$ cat src/hdl/char_range_expander_macros.svh
// Assertion macros shared by the character range expander modules.
// No dependencies; included by the modules that carry assertions.
`ifndef CHAR_RANGE_EXPANDER_MACROS_SVH
`define CHAR_RANGE_EXPANDER_MACROS_SVH

// Check a property on every rising clock edge outside reset.
`define CRE_ASSERT(lbl, clk, rstn, prop, msg) \
  lbl: assert property (@(posedge clk) disable iff (!rstn) prop) else $error(msg);

// Check a property on every rising clock edge, reset included.
`define CRE_ASSERT_ALWAYS(lbl, clk, prop, msg) \
  lbl: assert property (@(posedge clk) prop) else $error(msg);

`endif

$ cat src/hdl/cre_pkg.sv
// Shared types and constants for the character range expander.
// No dependencies; used by the front end, the job queue and the back end.
package cre_pkg;

  // Default number of entries in the job queue
  localparam int unsigned QueueDepth = 2;

  // One emission job: an optional run lo..hi, then up to two extra characters
  typedef struct packed {
    logic       rng;
    logic [7:0] lo;
    logic [7:0] hi;
    logic [7:0] x0;
    logic [7:0] x1;
    logic [1:0] nx;
    logic       eot;
  } job_t;

  // Queue occupancy flags seen by the front and back ends
  typedef struct packed {
    logic full;
    logic empty;
  } queue_status_t;

endpackage

$ cat src/hdl/char_range_expander.sv
// Character range expander: expands shorthand such as a-e into abcde.
// One result leaves per cycle through a registered output, unless the output
// stalls or the back end loads its next job, once the last job is done. The
// front end and back end are parted by a short job queue (cre_queue). An item
// passes the queue entry, the back end's job registers and the output register.
// Reset clears the window, the queue and the output valid; no clearing pass.
module char_range_expander #(
  parameter int unsigned QueueDepth = cre_pkg::QueueDepth
) (
  input  logic       clk_i,
  input  logic       rst_ni,
  input  logic       s_axis_tvalid,
  output logic       s_axis_tready,
  input  logic [7:0] s_axis_tdata,   // [7:0] in_char
  input  logic       s_axis_tlast,   // end_of_text
  output logic       m_axis_tvalid,
  input  logic       m_axis_tready,
  output logic [7:0] m_axis_tdata,   // [7:0] out_char
  output logic       m_axis_tlast,   // run_last
  output logic [0:0] m_axis_tuser    // [0] text_done
);

  cre_pkg::queue_status_t q_status;
  cre_pkg::job_t          push_job;
  cre_pkg::job_t          head_job;
  logic                   push;
  logic                   pop;

  // Classify incoming characters into jobs
  cre_front u_front (
    .clk_i         (clk_i),
    .rst_ni        (rst_ni),
    .s_axis_tvalid (s_axis_tvalid),
    .s_axis_tready (s_axis_tready),
    .s_axis_tdata  (s_axis_tdata),
    .s_axis_tlast  (s_axis_tlast),
    .q_status_i    (q_status),
    .push_o        (push),
    .job_o         (push_job)
  );

  // Hold pending jobs
  cre_queue #(
    .Depth (QueueDepth)
  ) u_queue (
    .clk_i    (clk_i),
    .rst_ni   (rst_ni),
    .push_i   (push),
    .job_i    (push_job),
    .pop_i    (pop),
    .job_o    (head_job),
    .status_o (q_status)
  );

  // Emit one character per cycle while the output is not stalled
  cre_back u_back (
    .clk_i         (clk_i),
    .rst_ni        (rst_ni),
    .job_i         (head_job),
    .q_status_i    (q_status),
    .pop_o         (pop),
    .m_axis_tvalid (m_axis_tvalid),
    .m_axis_tready (m_axis_tready),
    .m_axis_tdata  (m_axis_tdata),
    .m_axis_tlast  (m_axis_tlast),
    .m_axis_tuser  (m_axis_tuser)
  );

endmodule

$ cat src/hdl/cre_front.sv
// Front end of the character range expander: input handshake, two-character
// window and classification of each item into an emission job. Uses cre_pkg.
module cre_front (
  input  logic                   clk_i,
  input  logic                   rst_ni,
  input  logic                   s_axis_tvalid,
  output logic                   s_axis_tready,
  input  logic [7:0]             s_axis_tdata,   // [7:0] in_char
  input  logic                   s_axis_tlast,   // end_of_text
  input  cre_pkg::queue_status_t q_status_i,
  output logic                   push_o,
  output cre_pkg::job_t          job_o
);

  localparam logic [7:0] CharLowA  = 8'h61;
  localparam logic [7:0] CharLowZ  = 8'h7a;
  localparam logic [7:0] CharUpA   = 8'h41;
  localparam logic [7:0] CharUpZ   = 8'h5a;
  localparam logic [7:0] CharDig0  = 8'h30;
  localparam logic [7:0] CharDig9  = 8'h39;
  localparam logic [7:0] CharDash  = 8'h2d;

  // True when both characters are lowercase, both uppercase or both digits
  function automatic logic same_class(input logic [7:0] x, input logic [7:0] y);
    logic lo_x, lo_y, up_x, up_y, dg_x, dg_y;
    lo_x = (x >= CharLowA) && (x <= CharLowZ);
    lo_y = (y >= CharLowA) && (y <= CharLowZ);
    up_x = (x >= CharUpA) && (x <= CharUpZ);
    up_y = (y >= CharUpA) && (y <= CharUpZ);
    dg_x = (x >= CharDig0) && (x <= CharDig9);
    dg_y = (y >= CharDig0) && (y <= CharDig9);
    return (lo_x && lo_y) || (up_x && up_y) || (dg_x && dg_y);
  endfunction

  logic [7:0] older_char_q, older_char_d;
  logic       older_valid_q, older_valid_d;
  logic [7:0] newer_char_q, newer_char_d;
  logic       newer_valid_q, newer_valid_d;

  logic accept;
  logic is_range;
  cre_pkg::job_t job;

  assign s_axis_tready = !q_status_i.full;
  assign accept        = s_axis_tvalid && s_axis_tready;

  // Classify the incoming character against the window
  always_comb begin
    is_range = older_valid_q && newer_valid_q && (newer_char_q == CharDash) &&
               same_class(older_char_q, s_axis_tdata);
    job      = '0;
    job.eot  = s_axis_tlast;
    if (is_range) begin
      job.rng = (s_axis_tdata >= older_char_q);
      job.lo  = older_char_q;
      job.hi  = s_axis_tdata;
      job.nx  = 2'd0;
    end else begin
      job.rng = older_valid_q;
      job.lo  = older_char_q;
      job.hi  = older_char_q;
      job.x0  = newer_valid_q ? newer_char_q : s_axis_tdata;
      job.x1  = s_axis_tdata;
      if (s_axis_tlast) begin
        job.nx = newer_valid_q ? 2'd2 : 2'd1;
      end else begin
        job.nx = 2'd0;
      end
    end
  end

  // Drop jobs that emit nothing (descending ranges, characters that only fill the window)
  assign push_o = accept && (job.rng || (job.nx != 2'd0));
  assign job_o  = job;

  // Shift the window, or empty it on a range or at the end of the text
  always_comb begin
    older_char_d  = older_char_q;
    older_valid_d = older_valid_q;
    newer_char_d  = newer_char_q;
    newer_valid_d = newer_valid_q;
    if (accept) begin
      if (is_range || s_axis_tlast) begin
        older_char_d  = '0;
        older_valid_d = 1'b0;
        newer_char_d  = '0;
        newer_valid_d = 1'b0;
      end else begin
        older_char_d  = newer_char_q;
        older_valid_d = newer_valid_q;
        newer_char_d  = s_axis_tdata;
        newer_valid_d = 1'b1;
      end
    end
  end

  always_ff @(posedge clk_i or negedge rst_ni) begin
    if (!rst_ni) begin
      older_char_q  <= '0;
      older_valid_q <= 1'b0;
      newer_char_q  <= '0;
      newer_valid_q <= 1'b0;
    end else begin
      older_char_q  <= older_char_d;
      older_valid_q <= older_valid_d;
      newer_char_q  <= newer_char_d;
      newer_valid_q <= newer_valid_d;
    end
  end

endmodule

$ cat src/hdl/cre_queue.sv
// Job queue between the front and back ends of the character range expander.
// Small circular buffer of cre_pkg::job_t entries.
`include "char_range_expander_macros.svh"

module cre_queue #(
  parameter int unsigned Depth = cre_pkg::QueueDepth
) (
  input  logic                   clk_i,
  input  logic                   rst_ni,
  input  logic                   push_i,
  input  cre_pkg::job_t          job_i,
  input  logic                   pop_i,
  output cre_pkg::job_t          job_o,
  output cre_pkg::queue_status_t status_o
);

  localparam int unsigned AddrW = (Depth > 1) ? $clog2(Depth) : 1;
  localparam int unsigned CntW  = $clog2(Depth + 1);
  localparam logic [AddrW-1:0] LastAddr = AddrW'(Depth - 1);
  localparam logic [CntW-1:0]  FullCnt  = CntW'(Depth);

  cre_pkg::job_t mem_q [Depth];

  logic [AddrW-1:0] wr_ptr_q, wr_ptr_d;
  logic [AddrW-1:0] rd_ptr_q, rd_ptr_d;
  logic [CntW-1:0]  count_q, count_d;
  logic             do_push, do_pop;

  assign status_o.full  = (count_q == FullCnt);
  assign status_o.empty = (count_q == '0);
  assign do_push = push_i && !status_o.full;
  assign do_pop  = pop_i && !status_o.empty;
  assign job_o   = mem_q[rd_ptr_q];

  // Advance pointers with wrap and track occupancy
  always_comb begin
    wr_ptr_d = wr_ptr_q;
    rd_ptr_d = rd_ptr_q;
    count_d  = count_q;
    if (do_push) begin
      wr_ptr_d = (wr_ptr_q == LastAddr) ? '0 : wr_ptr_q + 1'b1;
    end
    if (do_pop) begin
      rd_ptr_d = (rd_ptr_q == LastAddr) ? '0 : rd_ptr_q + 1'b1;
    end
    if (do_push && !do_pop) begin
      count_d = count_q + 1'b1;
    end else if (do_pop && !do_push) begin
      count_d = count_q - 1'b1;
    end
  end

  always_ff @(posedge clk_i or negedge rst_ni) begin
    if (!rst_ni) begin
      wr_ptr_q <= '0;
      rd_ptr_q <= '0;
      count_q  <= '0;
    end else begin
      wr_ptr_q <= wr_ptr_d;
      rd_ptr_q <= rd_ptr_d;
      count_q  <= count_d;
    end
  end

  // Store the pushed job
  always_ff @(posedge clk_i) begin
    if (do_push) begin
      mem_q[wr_ptr_q] <= job_i;
    end
  end

  `CRE_ASSERT(a_no_push_full, clk_i, rst_ni, push_i |-> !status_o.full, "push into full queue")
  `CRE_ASSERT(a_count_bound, clk_i, rst_ni, count_q <= FullCnt, "queue count beyond depth")

endmodule

$ cat src/hdl/cre_back.sv
// Back end of the character range expander: pops jobs, walks each run and
// extra characters one per cycle, unless the output stalls, into the output register. Uses cre_pkg.
`include "char_range_expander_macros.svh"

module cre_back (
  input  logic                   clk_i,
  input  logic                   rst_ni,
  input  cre_pkg::job_t          job_i,
  input  cre_pkg::queue_status_t q_status_i,
  output logic                   pop_o,
  output logic                   m_axis_tvalid,
  input  logic                   m_axis_tready,
  output logic [7:0]             m_axis_tdata,   // [7:0] out_char
  output logic                   m_axis_tlast,   // run_last
  output logic [0:0]             m_axis_tuser    // [0] text_done
);

  logic       rng_q, rng_d;
  logic [7:0] cur_q, cur_d;
  logic [7:0] hi_q, hi_d;
  logic [7:0] x0_q, x0_d;
  logic [7:0] x1_q, x1_d;
  logic [1:0] nx_q, nx_d;
  logic       eot_q, eot_d;

  logic       out_valid_q, out_valid_d;
  logic [7:0] out_char_q, out_char_d;
  logic       out_last_q, out_last_d;
  logic       out_done_q, out_done_d;

  logic busy, adv, emit, last_c;

  assign busy   = rng_q || (nx_q != 2'd0);
  assign adv    = !out_valid_q || m_axis_tready;
  assign emit   = busy && adv;
  assign pop_o  = !busy && !q_status_i.empty;
  assign last_c = rng_q ? ((cur_q == hi_q) && (nx_q == 2'd0)) : (nx_q == 2'd1);

  // Load a job, or step through the run and then the extra characters
  always_comb begin
    rng_d       = rng_q;
    cur_d       = cur_q;
    hi_d        = hi_q;
    x0_d        = x0_q;
    x1_d        = x1_q;
    nx_d        = nx_q;
    eot_d       = eot_q;
    out_valid_d = out_valid_q;
    out_char_d  = out_char_q;
    out_last_d  = out_last_q;
    out_done_d  = out_done_q;
    if (pop_o) begin
      rng_d = job_i.rng;
      cur_d = job_i.lo;
      hi_d  = job_i.hi;
      x0_d  = job_i.x0;
      x1_d  = job_i.x1;
      nx_d  = job_i.nx;
      eot_d = job_i.eot;
    end
    if (emit) begin
      out_valid_d = 1'b1;
      out_last_d  = last_c;
      out_done_d  = last_c && eot_q;
      if (rng_q) begin
        out_char_d = cur_q;
        if (cur_q == hi_q) begin
          rng_d = 1'b0;
        end else begin
          cur_d = cur_q + 1'b1;
        end
      end else begin
        out_char_d = x0_q;
        x0_d       = x1_q;
        nx_d       = nx_q - 1'b1;
      end
    end else if (m_axis_tready) begin
      out_valid_d = 1'b0;
    end
  end

  always_ff @(posedge clk_i or negedge rst_ni) begin
    if (!rst_ni) begin
      rng_q       <= 1'b0;
      nx_q        <= 2'd0;
      eot_q       <= 1'b0;
      out_valid_q <= 1'b0;
    end else begin
      rng_q       <= rng_d;
      nx_q        <= nx_d;
      eot_q       <= eot_d;
      out_valid_q <= out_valid_d;
    end
  end

  // Job payload and output data need no reset
  always_ff @(posedge clk_i) begin
    cur_q      <= cur_d;
    hi_q       <= hi_d;
    x0_q       <= x0_d;
    x1_q       <= x1_d;
    out_char_q <= out_char_d;
    out_last_q <= out_last_d;
    out_done_q <= out_done_d;
  end

  assign m_axis_tvalid   = out_valid_q;
  assign m_axis_tdata    = out_char_q;
  assign m_axis_tlast    = out_last_q;
  assign m_axis_tuser[0] = out_done_q;

  `CRE_ASSERT(a_run_in_bounds, clk_i, rst_ni, rng_q |-> (cur_q <= hi_q), "run walked past its end")
  `CRE_ASSERT(a_done_is_last, clk_i, rst_ni, (m_axis_tvalid && m_axis_tuser[0]) |-> m_axis_tlast, "text end off job end")
  `CRE_ASSERT(a_idle_after_last, clk_i, rst_ni, (emit && last_c) |=> !busy, "job still busy after its last result")

endmodule
$ cat config.mk
export PLATFORM = sky130hd
export DESIGN_NAME = char_range_expander
export DESIGN_NICKNAME = d
export VERILOG_FILES = /design/src/hdl/cre_pkg.sv /design/src/hdl/char_range_expander.sv /design/src/hdl/cre_front.sv /design/src/hdl/cre_queue.sv /design/src/hdl/cre_back.sv
export VERILOG_INCLUDE_DIRS = /design/src /design/src/hdl
export SDC_FILE = /design/constraint.sdc
export NUM_CORES = 1
export LEC_CHECK = 0
export BUFFER_PORTS_ARGS = -buffer_cell sky130_fd_sc_hd__buf_2
export CELL_PAD_IN_SITES_DETAIL_PLACEMENT = 1
export CELL_PAD_IN_SITES_GLOBAL_PLACEMENT = 1
export CORE_AREA = 2 2 113 115
export CTS_CLUSTER_SIZE = 20
export DETAILED_ROUTE_END_ITERATION = 16
export DIE_AREA = 0 0 115 117
export PLACE_DENSITY_LB_ADDON = 0.1
export RECOVER_POWER = 100
export REMOVE_ABC_BUFFERS = 1
export SYNTH_ARGS = -nofsm -noshare
export SYNTH_HDL_FRONTEND = slang
export SYNTH_SLANG_ARGS = --single-unit
export TNS_END_PERCENT = 1
$ cat constraint.sdc
create_clock -name clk_i -period 6.09 [get_ports clk_i]
set_clock_uncertainty 0.05 [all_clocks]
set_input_delay 1.218 -clock clk_i [delete_from_list [all_inputs] [get_ports clk_i]]
set_output_delay 1.218 -clock clk_i [all_outputs]
set_load 0.05 [all_outputs]
Word level (Yosys, flattened, before mapping)
Memories as Yosys holds them, arrays and structs flattened.
Index checks and enable logic that the tools add are counted.
{ "op_classes": {"reduce_logical": 40, "addsub": 6, "magnitude_cmp": 13, "eq_ne": 4, "mux": 34} }
{ "op_table": {"columns": ["op", "n"], "rows": [
  ["$mux 8", 11],
  ["$ge 8x7->1 const B", 4],
  ["$le 8x7->1 const B", 4],
  ["$logic_and 1x1->1", 22],
  ["$mux 17", 1],
  ["$ge 8x6->1 const B", 2],
  ["$le 8x6->1 const B", 2],
  ["$mux 16", 1],
  ["$mux 2", 8],
  ["$mux 1", 13],
  ["$add 8x1->8 const B", 1],
  ["$eq 8x6->1 const B", 1],
  ["$eq 8x8->1", 1],
  ["$ge 8x8->1", 1],
  ["$reduce_bool 2->1", 4],
  ["$logic_not 1->1", 6],
  ["$logic_or 1x1->1", 6],
  ["$logic_not 2->1", 2],
  ["$sub 2x1->2 const B", 2],
  ["$add 1x1->1 const B", 2],
  ["$add 2x1->2 const B", 1],
  ["$eq 2x1->1 const B", 1],
  ["$eq 2x2->1 const B", 1]
]} }
{ "totals": {"ram_bits": 72, "in_bits": 13, "mem_count": 1, "out_inout_bits": 12, "word_cells": 116, "regBits": 69} }
{ "mem_list": {"columns": ["name", "words", "width", "rd", "rd_clocked_by_memory_dff", "wr", "line_no", "rtl"], "rows": [
  ["u_queue.mem_q", 2, 36, 1, 0, 1, "cre_queue.sv:22", "cre_pkg::job_t mem_q [Depth];"]
]} }

Logic depth before layout (Yosys ltp)
{ "depth": {"word_depth": 15, "mapped_depth": 12, "ltp_nobuf": 12} }

By module
From an unflattened synthesis, not the netlist that was laid out.
{ "hier_totals": {"hier_cells": 470, "hier_area_um2": 6392.4} }
{ "modules_own_cells": {"columns": ["module", "seq_area_each_um2", "cells_per_inst", "instances", "area_each_um2"], "rows": [
  ["cre_queue", 2262.2, 131, 1, 2944.1],
  ["cre_back", 1226.2, 167, 1, 2060.7],
  ["cre_front", 450.4, 172, 1, 1387.6]
]} }

Least setup slack after synthesis
Ideal clock, no wire load.
{ "synth_path": {"path_kind": "in2reg", "startpoint": "input s_axis_tdata[4]", "endpoint": "memory u_queue.mem_q[0][0] (netlist bit) (enable)", "setup_ns": 0.484, "required_time_ns": 5.556, "t_arrival_ns": 4.896, "n_path_buf": 0, "path_stages": 6, "path_slack_ns": 0.660, "path_cell_list": "nor3_1 > a211oi_1 > a22oi_1 > a21bo_4 > nand2_1 > a211oi_1"} }
{ "synth_between": {"elab_chain_cells": 13, "word_cells_on_any_way": 24, "classes_between": "7 x order compare; 4 x mux; 13 x reduce/logical"} }
{ "synth_lines": {"columns": ["element", "line_no", "rtl"], "rows": [
  ["from (decl)", "char_range_expander.sv:14", "input logic [7:0] s_axis_tdata,"],
  ["$ge 8x7->1, or another cell as far along", "cre_front.sv:27", "lo_y = (y >= CharLowA) && (y <= CharLowZ);"],
  ["$logic_and 1x1->1 (on tied branches)", "cre_front.sv:27, cre_front.sv:29", null],
  ["$logic_and 1x1->1", "cre_front.sv:32", "return (lo_x && lo_y) || (up_x && up_y) || (dg_x && dg_y);"],
  ["$logic_or 1x1->1 (2 in series)", "cre_front.sv:32", null],
  ["$logic_and 1x1->1", "cre_front.sv:49", "is_range = older_valid_q && newer_valid_q && (newer_char_q == CharDash) &&"],
  ["$mux 2", "cre_front.sv:53", "if (is_range) begin"],
  ["$reduce_bool 2->1", "cre_front.sv:73", "assign push_o = accept && (job.rng || (job.nx != 2'd0));"],
  ["$logic_or 1x1->1 *", "cre_front.sv:73", null],
  ["$logic_and 1x1->1 *", "cre_front.sv:73", null],
  ["$logic_and 1x1->1 *", "cre_queue.sv:31", "assign do_push = push_i && !status_o.full;"],
  ["$mux 1 *", "cre_queue.sv:67", "if (do_push) begin"],
  ["$mux 1 (implied by the code) *", "cre_queue.sv:68", "mem_q[wr_ptr_q] <= job_i;"],
  ["to (decl)", "cre_queue.sv:22", null]
]} }
Every way passes the cells marked *; elsewhere a longest branch is shown, timed or not.

Worst setup path in the final report
{ "layout_path": {"startpoint": "input s_axis_tdata[7]", "endpoint": "register u_queue.count_q[1]"} }
{ "layout_between": {"elab_chain_cells": 14, "word_cells_on_any_way": 27, "classes_between": "7 x order compare; 3 x mux; 17 x reduce/logical"} }
{ "layout_lines": {"columns": ["element", "line_no", "rtl"], "rows": [
  ["$ge 8x7->1, or another cell as far along", "cre_front.sv:27", null],
  ["$logic_and 1x1->1 (on tied branches)", "cre_front.sv:27, cre_front.sv:29", null],
  ["$logic_and 1x1->1", "cre_front.sv:32", null],
  ["$logic_or 1x1->1 (2 in series)", "cre_front.sv:32", null],
  ["$logic_and 1x1->1", "cre_front.sv:49", null],
  ["$mux 2", "cre_front.sv:53", null],
  ["$reduce_bool 2->1", "cre_front.sv:73", null],
  ["$logic_or 1x1->1 *", "cre_front.sv:73", null],
  ["$logic_and 1x1->1 *", "cre_front.sv:73", null],
  ["$logic_and 1x1->1 *", "cre_queue.sv:31", null],
  ["via u_queue.do_push", "cre_queue.sv:27", "logic do_push, do_pop;"],
  ["$logic_not 1->1", "cre_queue.sv:48", "end else if (do_pop && !do_push) begin"],
  ["$logic_and 1x1->1", "cre_queue.sv:48", null],
  ["$reduce_bool 2->1 (no line)", null, null],
  ["to (signal assigned)", "cre_queue.sv:61", "count_q <= count_d;"],
  ["to (decl)", "cre_queue.sv:26", "logic [CntW-1:0] count_q, count_d;"]
]} }
Mark *: on every way through the listed nets, which the timed path passes. The rest lies on a longest branch.
A chain may end at the register's enable or synchronous reset.

==> reports/metrics.cfg <==
[clocking]
cts_tree = yes
clock_latency_ps = 400
cts_buffer_depth = 2
clk_pin_slew_ps = 60
cts.sink_count = 141
numCtsBuffers = 17
h-tree-depth = 4
post_cts_buffers = 0
cts-root-buf = clkbuf_16
cts_hold_buf = 0
cts_resized = 0

[grt]
grt_pass1_wl_um = 20420
globalRouteMet1Util_pct = 25.86
use_met2_pct = 34.47
grt-ovfl-total = 0
gr-max-usage-layer = met2
grt_max_degree = 39
grt_use_total_pct = 20.72
grt_antenna_before_repair = 0
grt.met3_usage_pct = 5.355
grt_pass1_vias = 3816

[critical_path]
crit_path_max_fanout = 15
timing.rr.end = u_queue.count_q[1]$_DFFE_PN0P_
critPathKind = input pin to flip-flop
r2r_start = u_front.newer_valid_q$_DFFE_PN0P_
endpoint_kind = flip-flop
required_ps = 6370
cp.arrival_ps = 4370
rrSetupSlack_ps = 2280
worst-r2r-cell-count = 10
crit_path_start_kind = input pin

[detailed_routing]
drc = 0
drt_iter0_drc = 181
vias = 3613
dr.pass1.iters = 4
drtAntennaViolNets = 0
wl_um = 12860
wire_per_inst_um = 19.73
drt-vias-per-instance = 5.541

[power_and_ir_drop]
intPower_mw = 2.253
vdd_drop_max_v = 0.0002201
leakagePower_nw = 2.461
p_total_mw = 3.288
power_frac_clock_pct = 29.6
power-per-cell-area_nw_per_um2 = 479.5
power.switching_mw = 1.036
swShare_pct = 31.50
seq_power_share_pct = 48.0
power_frac_comb_pct = 22.3

[synth]
synth-seq-cells = 141
synth_cells = 464
synthArstFlopShare_pct = 19.15
yosysUniqueCellTypes = 52
yosys.area_share.xor_xnor_pct = 1.727
ys_warn_count = 0
synth-edff-count = 98
synth_top_family_by_area = multiplexers
yosys_most_used_dff = edfxtp_1
synthMuxAreaShare_pct = 9.788
synth_compound_area_share_pct = 9.521
yosys.area_share.adder_pct = 2.468
syn_area_um2 = 6085
synth_simple_gate_area_share_pct = 8.945
syn_area_per_cell_um2 = 13.11
ys_seq_area_share_pct = 64.73

[placement]
portBuffers = 24
gp_congestion = 0.8544
dp.cells = 620
dpl.hpwl_um = 8887
placed_area_um2 = 6364

[floorplanning]
die_y_um = 117
num_rows = 41
die-area_um2 = 13460
initial_core_util_pct = 49.42
die_width_um = 115
pin_count = 25
core_area_um2 = 12310

[timing]
fmax_mhz = 244.6
period_needed_ps = 4089
grt_setup_unrepaired = false
min_period_over_period_pct = 67.14
report.final.slew_viol_count = 83
relSlewSlack_pct = -18.36
hold_viol = 0
fin_setup_tns_ps = 0
tightest_slew_ps = 1775
setup_viol = 0

[cells_and_area]
fin_area_um2 = 6858
diodes = 0
fin_cells = 652
layout.nets = 514
drive_above_1_share_pct = 10.76
syn2layout_area_growth_pct = 12.71

[job]
cap_violations = 3

[status]
outcome = finished with violations
violations = max-capacitance violations, max-slew violations

[worst_hold_path]
worstHoldPathType = flip-flop to flip-flop
hold_path_end = u_back.x0_q[4]$_DFF_P_
min-delay-start = u_back.x1_q[4]$_DFFE_PP_
holdPathStages = 2

through the flow:
stage	worst slack (ps)	util (%)	hold slack (ps)
global placement	2403	51.69	376.0
finish	2001	55.70	395.3
CTS	2765	56.27	403.4
detailed placement	2313	51.69	388.6
floorplan	608.1	-	367.8
global route	1699	55.70	433.0
state kept, by name, indices dropped and copies added, names as in the netlist, 2 cells and up:
signal,cells
u_queue.count_q,2
u_queue.mem_q,72
u_front.older_char_q,8
u_back.x1_q,8
u_front.newer_char_q,8
u_back.cur_q,8
u_back.x0_q,8
u_back.m_axis_tdata,8
u_back.nx_q,2
u_back.hi_q,8
layer usage:
metal  up-vias  routed length (um)
met1      1778                5825
met2        62                6441
li1       1755                   -
met3        18                 366
met4         0                 230
met5         -                   0
cell families (layout without fill, tap and decap cells):
kind of cell	Yosys count	after routing
buffers and inverters	42	80
xor gates and xnor gates	12	12
AOI/OAI and AO/OA	91	91
DFF	141	141
adders and majority gates	12	12
muxes	56	56
and+or+nand+nor	110	110
how the worst max path moves through the flow:
stage	slack (ps)	from	cells past startpoint	to
5_1_grt	1700	s_axis_tdata[7]	11	u_queue.count_q[1]$_DFFE_PN0P_
3_5_place_dp	2310	s_axis_tdata[4]	8	u_queue.mem_q[0][24]$_DFFE_PP_
3_3_place_gp	2400	s_axis_tdata[0]	13	u_queue.count_q[1]$_DFFE_PN0P_
4_1_cts	2760	s_axis_tdata[4]	8	u_queue.mem_q[0][30]$_DFFE_PP_
2_1_floorplan	610	s_axis_tdata[4]	6	u_queue.mem_q[0][0]$_DFFE_PP_
6_report	2000	s_axis_tdata[7]	11	u_queue.count_q[1]$_DFFE_PN0P_
power groups by stage:
stage	clock (mW)	sequential [mW]	combinational, mW
after global routing	1.03	1.61	0.817
final	0.974	1.58	0.734
after global placement	0	1.58	0.727
after detailed placement	0	1.60	0.755
after floorplan	0	1.57	0.500
after CTS	0.996	1.58	0.767
critical path, stage by stage:
cell and delay [ps]:
clkbuf_1 330, nor3_1 130, a211oi_1 290, a22oi_1 130, a21boi_0 1180, a21o_1 320
a21oi_1 100, ha_1 230, xor2_1 140, nor2_1 110, xor2_1 160
synthesized netlist by cell type (3+ instances only):
library cell	n	share of area, %
edfxtp_1	98	48
nand2_1	47	2.9
mux2_2	28	5.2
mux2i_1	28	4.6
dfrtp_1	27	11
nor2_1	21	1.3
o21ai_0	21	1.7
a21oi_1	20	1.6
inv_1	18	1.1
dfxtp_1	16	5.3
clkbuf_1	15	0.93
o21ai_1	13	1.1
ha_1	12	2.5
xor2_1	10	1.4
and2_1	9	0.93
o22ai_1	8	0.82
a211oi_1	7	0.86
and3_1	5	0.51
buf_2	5	0.41
nand3_1	4	0.33
nor2b_1	4	0.41
a21o_1	3	0.37
a32oi_1	3	0.43
buf_1	3	0.19
nand2b_1	3	0.31
nor3_1	3	0.25
o21a_1	3	0.37
cell type report:
type | count | area, um^2
well taps | 150 | 187.7
clock buffers | 24 | 471.7
clock inverters | 8 | 92.59
flip-flops and latches | 141 | 3939
repair buffers | 30 | 133.9
fillers | 1255 | 5454
inverters | 18 | 67.56
multi-input cells | 281 | 1966
layout by cell type, fill, tap and decap left out, types with 4 or more instances in the layout:
master	n
nand2b_1	4
dfxtp_1	16
nor2_1	21
nor2b_1	4
mux2_1	13
mux2_2	15
buf_2	5
and3_1	5
clkbuf_1	26
ha_1	12
o22ai_1	8
a211oi_1	6
buf_4	4
clkbuf_16	17
nand3_1	4
and2_0	8
edfxtp_1	98
dfrtp_1	27
o21ai_0	32
xor2_1	10
mux2i_1	28
a21oi_1	20
nand2_1	47
inv_1	18
Power figures use the tool's default switching activity.
